<file path="config.mk">
export PLATFORM = sky130hd
export DESIGN_NAME = track_size_hover_classifier_top_flat
export DESIGN_NICKNAME = d
export VERILOG_FILES = /design/src/rtl/core/tshc_pkg.sv /design/src/rtl/core/tshc_if.sv /design/src/rtl/core/tshc_cfg_regs.sv /design/src/rtl/core/tshc_track_acc.sv /design/src/rtl/core/tshc_result.sv /design/src/rtl/core/track_size_hover_classifier_top.sv /design/src/flat_wrapper.sv
export SDC_FILE = /design/constraint.sdc
export NUM_CORES = 1
export LEC_CHECK = 0
export BUFFER_PORTS_ARGS = -buffer_cell sky130_fd_sc_hd__buf_2
export CORE_MARGIN = 8
export CORE_UTILIZATION = 45
export CTS_CLUSTER_SIZE = 30
export DETAILED_ROUTE_END_ITERATION = 16
export PLACE_DENSITY = 0.72
export SLEW_MARGIN = 40
export SYNTH_ARGS = -nofsm -noshare
export SYNTH_HDL_FRONTEND = slang
export SYNTH_SLANG_ARGS = --single-unit
</file>
<file path="constraint.sdc">
create_clock -name clk -period 9.4 [get_ports clk]
set_input_delay 0.94 -clock clk [delete_from_list [all_inputs] [get_ports clk]]
set_output_delay 0.94 -clock clk [all_outputs]
set_load 0.01 [all_outputs]
</file>
<file path="src/rtl/core/tshc_pkg.sv">
// package with types and constants of the track size and hover classifier
`default_nettype none

package tshc_pkg;

    localparam int unsigned COORD_W = 16;
    localparam int unsigned STAMP_W = 32;
    localparam int unsigned SIDE_W  = 16;
    localparam int unsigned CFG_W   = 32;
    localparam int unsigned IDX_W   = 3;
    localparam int unsigned CNT_W   = 2;

    localparam logic [STAMP_W-1:0] DEFAULT_HOVER_MS = 32'd1000;
    localparam logic [CNT_W-1:0]   COUNT_LIMIT      = 2'd2;

    localparam logic [IDX_W-1:0] REG_SIZE_MIN   = 3'd0;
    localparam logic [IDX_W-1:0] REG_SIZE_MAX   = 3'd1;
    localparam logic [IDX_W-1:0] REG_TARGET_MIN = 3'd2;
    localparam logic [IDX_W-1:0] REG_TARGET_MAX = 3'd3;
    localparam logic [IDX_W-1:0] REG_HOVER_SPAN = 3'd4;
    localparam logic [IDX_W-1:0] REG_HOVER_TIME = 3'd5;

    typedef enum logic [1:0] {
        CLASS_SMALL  = 2'd0,
        CLASS_LARGE  = 2'd1,
        CLASS_OTHER  = 2'd2,
        CLASS_TARGET = 2'd3
    } size_class_t;

    typedef enum logic [1:0] {
        CONF_LOW    = 2'd0,
        CONF_MEDIUM = 2'd1,
        CONF_HIGH   = 2'd2
    } conf_t;

    typedef struct packed {
        logic [SIDE_W-1:0]  size_min;
        logic [SIDE_W-1:0]  size_max;
        logic [SIDE_W-1:0]  target_min;
        logic [SIDE_W-1:0]  target_max;
        logic [COORD_W-1:0] hover_span;
        logic [STAMP_W-1:0] hover_time;
    } cfg_t;

    typedef struct packed {
        logic [COORD_W-1:0] lowest_x;
        logic [COORD_W-1:0] highest_x;
        logic [COORD_W-1:0] lowest_y;
        logic [COORD_W-1:0] highest_y;
        logic [STAMP_W-1:0] oldest_stamp;
        logic [STAMP_W-1:0] newest_stamp;
        logic [CNT_W-1:0]   position_count;
    } acc_t;

endpackage

`default_nettype wire

</file>
<file path="src/rtl/core/tshc_if.sv">
// channel interfaces for positions in and classification results out
`default_nettype none

interface tshc_in_if;
    import tshc_pkg::*;

    logic               valid;
    logic               ready;
    logic [COORD_W-1:0] pos_x;
    logic [COORD_W-1:0] pos_y;
    logic [STAMP_W-1:0] stamp;
    logic               first_of_track;
    logic               last_of_track;
    logic [SIDE_W-1:0]  box_width;
    logic [SIDE_W-1:0]  box_height;

    modport source (
        output valid, pos_x, pos_y, stamp, first_of_track, last_of_track,
               box_width, box_height,
        input  ready
    );

    modport sink (
        input  valid, pos_x, pos_y, stamp, first_of_track, last_of_track,
               box_width, box_height,
        output ready
    );
endinterface

interface tshc_out_if;
    import tshc_pkg::*;

    logic               valid;
    logic               ready;
    logic [1:0]         size_class;
    logic               hovering;
    logic [STAMP_W-1:0] track_age;
    logic [STAMP_W-1:0] hover_duration;
    logic [1:0]         confidence;

    modport source (
        output valid, size_class, hovering, track_age, hover_duration, confidence,
        input  ready
    );

    modport sink (
        input  valid, size_class, hovering, track_age, hover_duration, confidence,
        output ready
    );
endinterface

`default_nettype wire

</file>
<file path="src/rtl/core/tshc_cfg_regs.sv">
// configuration register file with reset defaults
`default_nettype none

module tshc_cfg_regs (
    input  wire logic                      clk,
    input  wire logic                      rst_n,
    input  wire logic                      cfg_we,
    input  wire logic [tshc_pkg::IDX_W-1:0] cfg_index,
    input  wire logic [tshc_pkg::CFG_W-1:0] cfg_data,
    output tshc_pkg::cfg_t                 cfg
);
    import tshc_pkg::*;

    cfg_t cfg_reg;
    cfg_t cfg_next;

    always_comb
    begin
        cfg_next = cfg_reg;
        if (cfg_we)
        begin
            unique case (cfg_index)
                REG_SIZE_MIN:   cfg_next.size_min   = cfg_data[SIDE_W-1:0];
                REG_SIZE_MAX:   cfg_next.size_max   = cfg_data[SIDE_W-1:0];
                REG_TARGET_MIN: cfg_next.target_min = cfg_data[SIDE_W-1:0];
                REG_TARGET_MAX: cfg_next.target_max = cfg_data[SIDE_W-1:0];
                REG_HOVER_SPAN: cfg_next.hover_span = cfg_data[COORD_W-1:0];
                REG_HOVER_TIME: cfg_next.hover_time = cfg_data[STAMP_W-1:0];
                default:        cfg_next = cfg_reg;
            endcase
        end
    end

    always_ff @(posedge clk or negedge rst_n)
    begin
        if (!rst_n)
        begin
            cfg_reg.size_min   <= 16'd18;
            cfg_reg.size_max   <= 16'd100;
            cfg_reg.target_min <= 16'd18;
            cfg_reg.target_max <= 16'd50;
            cfg_reg.hover_span <= 16'd50;
            cfg_reg.hover_time <= 32'd1000;
        end
        else
        begin
            cfg_reg <= cfg_next;
        end
    end

    assign cfg = cfg_reg;

endmodule

`default_nettype wire

</file>
<file path="src/rtl/core/tshc_track_acc.sv">
// running bounds, timestamps and position count of the current track
`default_nettype none

module tshc_track_acc (
    input  wire logic                        clk,
    input  wire logic                        rst_n,
    input  wire logic                        advance,
    input  wire logic [tshc_pkg::COORD_W-1:0] pos_x,
    input  wire logic [tshc_pkg::COORD_W-1:0] pos_y,
    input  wire logic [tshc_pkg::STAMP_W-1:0] stamp,
    input  wire logic                        first_of_track,
    input  wire logic                        last_of_track,
    output tshc_pkg::acc_t                   acc_upd
);
    import tshc_pkg::*;

    acc_t acc_reg;
    acc_t acc_next;
    logic restart;

    assign restart = first_of_track || (acc_reg.position_count == '0);

    // state including the current position
    always_comb
    begin
        if (restart)
        begin
            acc_upd.lowest_x       = pos_x;
            acc_upd.highest_x      = pos_x;
            acc_upd.lowest_y       = pos_y;
            acc_upd.highest_y      = pos_y;
            acc_upd.oldest_stamp   = stamp;
            acc_upd.newest_stamp   = stamp;
            acc_upd.position_count = CNT_W'(1);
        end
        else
        begin
            acc_upd.lowest_x     = (pos_x < acc_reg.lowest_x)   ? pos_x : acc_reg.lowest_x;
            acc_upd.highest_x    = (pos_x > acc_reg.highest_x)  ? pos_x : acc_reg.highest_x;
            acc_upd.lowest_y     = (pos_y < acc_reg.lowest_y)   ? pos_y : acc_reg.lowest_y;
            acc_upd.highest_y    = (pos_y > acc_reg.highest_y)  ? pos_y : acc_reg.highest_y;
            acc_upd.oldest_stamp = acc_reg.oldest_stamp;
            acc_upd.newest_stamp = stamp;
            acc_upd.position_count = (acc_reg.position_count < COUNT_LIMIT)
                                   ? acc_reg.position_count + CNT_W'(1)
                                   : acc_reg.position_count;
        end
    end

    always_comb
    begin
        acc_next = acc_reg;
        if (advance)
        begin
            acc_next = acc_upd;
            if (last_of_track)
            begin
                acc_next.position_count = '0;
            end
        end
    end

    always_ff @(posedge clk or negedge rst_n)
    begin
        if (!rst_n)
        begin
            acc_reg <= '0;
        end
        else
        begin
            acc_reg <= acc_next;
        end
    end

endmodule

`default_nettype wire

</file>
<file path="src/rtl/core/tshc_result.sv">
// size class, age, hover decision, hover duration and confidence, held in the result register
`default_nettype none

module tshc_result (
    input  wire logic                       clk,
    input  wire logic                       rst_n,
    input  wire logic                       load,
    input  wire tshc_pkg::acc_t             acc_upd,
    input  wire logic [tshc_pkg::SIDE_W-1:0] box_width,
    input  wire logic [tshc_pkg::SIDE_W-1:0] box_height,
    input  wire tshc_pkg::cfg_t             cfg,
    output logic                            busy,
    tshc_out_if.source                      result
);
    import tshc_pkg::*;

    logic               valid_reg, valid_next;
    size_class_t        class_reg, class_next;
    logic               hover_reg, hover_next;
    logic [STAMP_W-1:0] age_reg, age_next;
    logic [STAMP_W-1:0] dur_reg, dur_next;
    conf_t              conf_reg, conf_next;

    logic [SIDE_W-1:0]  side;
    logic [SIDE_W-1:0]  lo, hi, tlo, thi;
    logic [COORD_W-1:0] range_x, range_y, range_max;
    logic [STAMP_W-1:0] limit;
    logic               two_or_more;

    always_comb
    begin
        side = (box_width > box_height) ? box_width : box_height;
        lo   = (cfg.size_min < cfg.size_max) ? cfg.size_min : cfg.size_max;
        hi   = (cfg.size_min > cfg.size_max) ? cfg.size_min : cfg.size_max;
        tlo  = (cfg.target_min < cfg.target_max) ? cfg.target_min : cfg.target_max;
        thi  = (cfg.target_min > cfg.target_max) ? cfg.target_min : cfg.target_max;

        priority if (side < lo)
            class_next = CLASS_SMALL;
        else if (side > hi)
            class_next = CLASS_LARGE;
        else if (side >= tlo && side <= thi)
            class_next = CLASS_TARGET;
        else
            class_next = CLASS_OTHER;

        two_or_more = (acc_upd.position_count >= COUNT_LIMIT);
        age_next    = two_or_more ? acc_upd.newest_stamp - acc_upd.oldest_stamp : '0;
        limit       = (cfg.hover_time == '0) ? DEFAULT_HOVER_MS : cfg.hover_time;
        range_x     = acc_upd.highest_x - acc_upd.lowest_x;
        range_y     = acc_upd.highest_y - acc_upd.lowest_y;
        range_max   = (range_x > range_y) ? range_x : range_y;

        hover_next = (class_next == CLASS_TARGET) && two_or_more &&
                     (range_max <= cfg.hover_span) && (age_next >= limit);
        dur_next   = hover_next ? age_next : '0;

        if (class_next != CLASS_TARGET)
            conf_next = CONF_LOW;
        else if (hover_next)
            conf_next = CONF_HIGH;
        else
            conf_next = CONF_MEDIUM;
    end

    always_comb
    begin
        if (load)
            valid_next = 1'b1;
        else if (result.ready)
            valid_next = 1'b0;
        else
            valid_next = valid_reg;
    end

    always_ff @(posedge clk or negedge rst_n)
    begin
        if (!rst_n)
        begin
            valid_reg <= 1'b0;
        end
        else
        begin
            valid_reg <= valid_next;
        end
    end

    always_ff @(posedge clk)
    begin
        if (load)
        begin
            class_reg <= class_next;
            hover_reg <= hover_next;
            age_reg   <= age_next;
            dur_reg   <= dur_next;
            conf_reg  <= conf_next;
        end
    end

    // result register full and not drained this cycle
    assign busy = valid_reg && !result.ready;

    assign result.valid          = valid_reg;
    assign result.size_class     = class_reg;
    assign result.hovering       = hover_reg;
    assign result.track_age      = age_reg;
    assign result.hover_duration = dur_reg;
    assign result.confidence     = conf_reg;

endmodule

`default_nettype wire

</file>
<file path="src/rtl/core/track_size_hover_classifier_top.sv">
// track size and hover classifier top level
// an accepted position goes to the input register, and a last position then to the result register
// throughput: one position per cycle while no last position waits in the input register stage
// a last position waits in the input register while an earlier result is not taken
// reset clears the pipeline valids and position count and loads register defaults
`default_nettype none

module track_size_hover_classifier_top (
    input  wire logic                        clk,
    input  wire logic                        rst_n,
    input  wire logic                        cfg_we,
    input  wire logic [tshc_pkg::IDX_W-1:0]  cfg_index,
    input  wire logic [tshc_pkg::CFG_W-1:0]  cfg_data,
    tshc_in_if.sink                          track,
    tshc_out_if.source                       result
);
    import tshc_pkg::*;

    cfg_t cfg;
    acc_t acc_upd;

    logic               in_valid_reg, in_valid_next;
    logic [COORD_W-1:0] x_reg, y_reg;
    logic [STAMP_W-1:0] stamp_reg;
    logic               first_reg, last_reg;
    logic [SIDE_W-1:0]  width_reg, height_reg;

    logic busy;
    logic advance;
    logic take;

    assign advance     = in_valid_reg && !(last_reg && busy);
    assign track.ready = !in_valid_reg || advance;
    assign take        = track.valid && track.ready;

    always_comb
    begin
        if (take)
            in_valid_next = 1'b1;
        else if (advance)
            in_valid_next = 1'b0;
        else
            in_valid_next = in_valid_reg;
    end

    always_ff @(posedge clk or negedge rst_n)
    begin
        if (!rst_n)
        begin
            in_valid_reg <= 1'b0;
        end
        else
        begin
            in_valid_reg <= in_valid_next;
        end
    end

    always_ff @(posedge clk)
    begin
        if (take)
        begin
            x_reg      <= track.pos_x;
            y_reg      <= track.pos_y;
            stamp_reg  <= track.stamp;
            first_reg  <= track.first_of_track;
            last_reg   <= track.last_of_track;
            width_reg  <= track.box_width;
            height_reg <= track.box_height;
        end
    end

    tshc_cfg_regs u_cfg (
        .clk       (clk),
        .rst_n     (rst_n),
        .cfg_we    (cfg_we),
        .cfg_index (cfg_index),
        .cfg_data  (cfg_data),
        .cfg       (cfg)
    );

    tshc_track_acc u_acc (
        .clk            (clk),
        .rst_n          (rst_n),
        .advance        (advance),
        .pos_x          (x_reg),
        .pos_y          (y_reg),
        .stamp          (stamp_reg),
        .first_of_track (first_reg),
        .last_of_track  (last_reg),
        .acc_upd        (acc_upd)
    );

    tshc_result u_res (
        .clk        (clk),
        .rst_n      (rst_n),
        .load       (advance && last_reg),
        .acc_upd    (acc_upd),
        .box_width  (width_reg),
        .box_height (height_reg),
        .cfg        (cfg),
        .busy       (busy),
        .result     (result)
    );

endmodule

`default_nettype wire
</file>
<file path="src/flat_wrapper.sv">
// flat-port wrapper written by rule: the top's interface ports become plain ports
module track_size_hover_classifier_top_flat import tshc_pkg::*;
  (clk, rst_n, cfg_we, cfg_index, cfg_data, track_valid, track_pos_x, track_pos_y, track_stamp, track_first_of_track, track_last_of_track, track_box_width, track_box_height, track_ready, result_valid, result_size_class, result_hovering, result_track_age, result_hover_duration, result_confidence, result_ready);
  tshc_in_if track_i ();
  tshc_out_if result_i ();
  input  wire logic clk;
  input  wire logic rst_n;
  input  wire logic cfg_we;
  input  wire logic [tshc_pkg::IDX_W-1:0] cfg_index;
  input  wire logic [tshc_pkg::CFG_W-1:0] cfg_data;
  input wire logic [$bits(track_i.valid)-1:0] track_valid;
  input wire logic [$bits(track_i.pos_x)-1:0] track_pos_x;
  input wire logic [$bits(track_i.pos_y)-1:0] track_pos_y;
  input wire logic [$bits(track_i.stamp)-1:0] track_stamp;
  input wire logic [$bits(track_i.first_of_track)-1:0] track_first_of_track;
  input wire logic [$bits(track_i.last_of_track)-1:0] track_last_of_track;
  input wire logic [$bits(track_i.box_width)-1:0] track_box_width;
  input wire logic [$bits(track_i.box_height)-1:0] track_box_height;
  output wire logic [$bits(track_i.ready)-1:0] track_ready;
  output wire logic [$bits(result_i.valid)-1:0] result_valid;
  output wire logic [$bits(result_i.size_class)-1:0] result_size_class;
  output wire logic [$bits(result_i.hovering)-1:0] result_hovering;
  output wire logic [$bits(result_i.track_age)-1:0] result_track_age;
  output wire logic [$bits(result_i.hover_duration)-1:0] result_hover_duration;
  output wire logic [$bits(result_i.confidence)-1:0] result_confidence;
  input wire logic [$bits(result_i.ready)-1:0] result_ready;
  assign track_i.valid = track_valid;
  assign track_i.pos_x = track_pos_x;
  assign track_i.pos_y = track_pos_y;
  assign track_i.stamp = track_stamp;
  assign track_i.first_of_track = track_first_of_track;
  assign track_i.last_of_track = track_last_of_track;
  assign track_i.box_width = track_box_width;
  assign track_i.box_height = track_box_height;
  assign track_ready = track_i.ready;
  assign result_valid = result_i.valid;
  assign result_size_class = result_i.size_class;
  assign result_hovering = result_i.hovering;
  assign result_track_age = result_i.track_age;
  assign result_hover_duration = result_i.hover_duration;
  assign result_confidence = result_i.confidence;
  assign result_i.ready = result_ready;
  track_size_hover_classifier_top u_core (.clk(clk), .rst_n(rst_n), .cfg_we(cfg_we), .cfg_index(cfg_index), .cfg_data(cfg_data), .track(track_i), .result(result_i));
endmodule
</file>
==> impl_metrics.json <==
{
  "path_max_fanout": 31,
  "worstSetupPathType": "flop to flop",
  "synthCells": 2304,
  "start_util_pct": 45.3,
  "clk_latency_ps": 570,
  "async_flop_share_pct": 55.9,
  "postRouteWirelength_um": 61900,
  "fin_skew_ps": 13.7,
  "slew_violations": 0,
  "yosys.area_share.xor_xnor_pct": 2.00,
  "grt_max_degree": 101,
  "worst_path_largest_cell_delay_ps": 540,
  "finalCritPeriodShare_pct": 93.6,
  "grt_overflow": 0,
  "dp_worst_setup_slack_ps": 653,
  "die-width_um": 245,
  "drv_cap": 0,
  "synth_top_family_by_area": "adder cells",
  "grt_pass1_vias": 18631,
  "final_cells": 3239,
  "synth_seq_cells": 379,
  "whs_ps": 231,
  "power_density_nw_per_um2": 257,
  "ys_top_cells_by_area": "edfxtp_1 (21%), dfrtp_1 (20%), ha_1 (16%)",
  "crit_arrival_ps": 9120,
  "outcome": "complete, no violations",
  "place_congestion": 0.900,
  "cts_setup_buffers": 0,
  "synth_common_cells": "ha_1 (299), dfrtp_1 (193), inv_1 (190)",
  "min_period_ps": 8800,
  "via_count": 18161,
  "final_cell_area_um2": 27300,
  "synth-main-ff-cell": "dfrtp_1",
  "yosys.area_share.adder_pct": 16.0,
  "totalPowerFinal_mw": 7.00,
  "multi_input_area_um2": 12400,
  "avgSynthCellArea_um2": 10.3,
  "cpMaxStageDelayCell": "or4_1",
  "rows": 84,
  "antenna_found_initial": 2,
  "cts_tree": "done",
  "worstMarginPinSlew_ps": 749,
  "core_um2": 52300,
  "synth_fp_nets": 2744,
  "detail_route.wl_per_cell_um": 19.1,
  "cp.required_ps": 9720,
  "cts-resized-gates": 0,
  "die_y_um": 245,
  "clock_path_buffers": 3,
  "area_delta_synth_final_pct": 15.1,
  "grt_pass1_wl_um": 98800,
  "fillCellCount": 4590,
  "drive_gt1_share_pct": 17.9,
  "cts_max_level": 2,
  "syn_area_um2": 23700,
  "ff_latch_area_um2": 10300,
  "synth_edf_count": 167,
  "first_pass_iters": 6,
  "largest_reg_flops": 112,
  "min_path_type": "input port to asynchronous set/reset pin",
  "grtUsageTotal_pct": 20.2,
  "yosys.area.top_type": "edfxtp_1",
  "yosys.cell_types.count": 74,
  "hpwl_um": 47100,
  "dp.cells": 3155,
  "critPathLaunchType": "flop",
  "synth.yosys.seq_area_share_pct": 43.7,
  "drt_iter0_drc": 1185,
  "fin_setup_tns_ps": 0,
  "ir_drop_mv": 0.150,
  "synth_compound_area_share_pct": 13.8,
  "cts.clk_slew.worst_paths_ps": 60,
  "ant_nets": 0,
  "via_per_inst": 5.61,
  "worst_setup_path_end_kind": "flop",
  "numClockSinks": 379,
  "fmax_mhz": 114,
  "layout_setup_ws_ps": 600,
  "finalNetCount": 2954,
  "dieArea_um2": 60200,
  "p_leak_nw": 12.7,
  "synth_most_common_cell": "ha_1",
  "io_buffers": 208,
  "dpl_cell_area_um2": 25600,
  "cts.hold.buffers_added": 0,
  "relSlewSlack_pct": 50.1,
  "route.detailed.drc": 0,
  "setup_violations": 0,
  "num_io_pins": 209,
  "cts_buffers": 44,
  "hold_viol": 0,
  "cts_root_buf": "clkbuf_16",
  "yosys-mux-area-fraction_pct": 8.69,
  "yosys_warnings": 0,
  "synth_top_cell_area_share_pct": 21.2,
  "final_util_pct": 52.1,
  "synth_simple_gate_area_share_pct": 11.6
}
power breakdown:
part           internal (mW)  switching (mW)  total [mW]
Combinational           1.25            1.66        2.91
Sequential              2.00           0.166        2.16
Clock                   1.21           0.721        1.94
worst max-delay path, delay by kind of cell, from the launching register on:
family	cells	cell delay, ps
buffers and inverters	5	920
adder cells (fa/ha/maj)	4	1230
multiplexers	2	740
flip-flops	1	470
XOR/XNOR	1	190
AND/OR/NAND/NOR	12	2430
AO/OA/AOI/OAI	12	2550
routing by layer:
layer / routed length, µm / global-route usage [%] / vias up
met5: 0 / 0 / -
met1: 26500 / 25.7 / 8707
li1: - / - / 8769
met2: 29300 / 33.8 / 538
met4: 2630 / 9.04 / 0
met3: 3430 / 3.08 / 147
worst paths after layout:
| check | start | endpoint | slack [ps] | cells after the start |
|---|---|---|---|---|
| worst max-delay path | u_core.y_reg[15] | u_core.u_res.result.hover_duration[30] | 600 | 36 |
| worst min-delay path | rst_n | u_core.u_acc.acc_reg[62] | 230 | 1 |
| worst max register to register | u_core.y_reg[15] | u_core.u_res.result.hover_duration[30] | 600 | 36 |
| worst min register to register | u_core.u_acc.acc_reg[45] | u_core.u_acc.acc_reg[45] | 480 | 2 |
| max in group asynchronous | rst_n | u_core.u_acc.acc_reg[73] | 7670 | 3 |
| min in group clk | u_core.u_acc.acc_reg[45] | u_core.u_acc.acc_reg[45] | 480 | 2 |
placed cells by master, fill, tap and decap left out, types with 83 or more instances in the layout:
master and n:
nand2_1 182, o21ai_0 152, mux2_2 104, mux2i_1 83
nor2_1 148, buf_2 207, ha_1 299, inv_1 190
edfxtp_1 167, a21oi_1 146, dfrtp_1 193
logic make-up (layout without fill, tap and decap cells):
| kind of cell | after synthesis | after routing |
|---|---|---|
| other | 0 | 1 |
| flip-flops | 379 | 379 |
| AO/OA/AOI/OAI | 543 | 543 |
| XOR/XNOR | 54 | 54 |
| buffers and inverters | 260 | 506 |
| adder cells (fa/ha/maj) | 302 | 302 |
| multiplexers | 192 | 192 |
| AND/OR/NAND/NOR | 574 | 574 |
final cells by class:
| class | count | area share, % |
|---|---|---|
| inverters | 190 | 2.61 |
| clock buffers | 50 | 4.20 |
| clock inverters | 32 | 1.82 |
| diodes | 1 | 0.00917 |
| well taps | 688 | 3.16 |
| flip-flops and latches | 379 | 37.9 |
| multi-input cells | 1665 | 45.6 |
| repair buffers | 234 | 4.71 |
No activity file was read; power rests on OpenSTA's default activity.
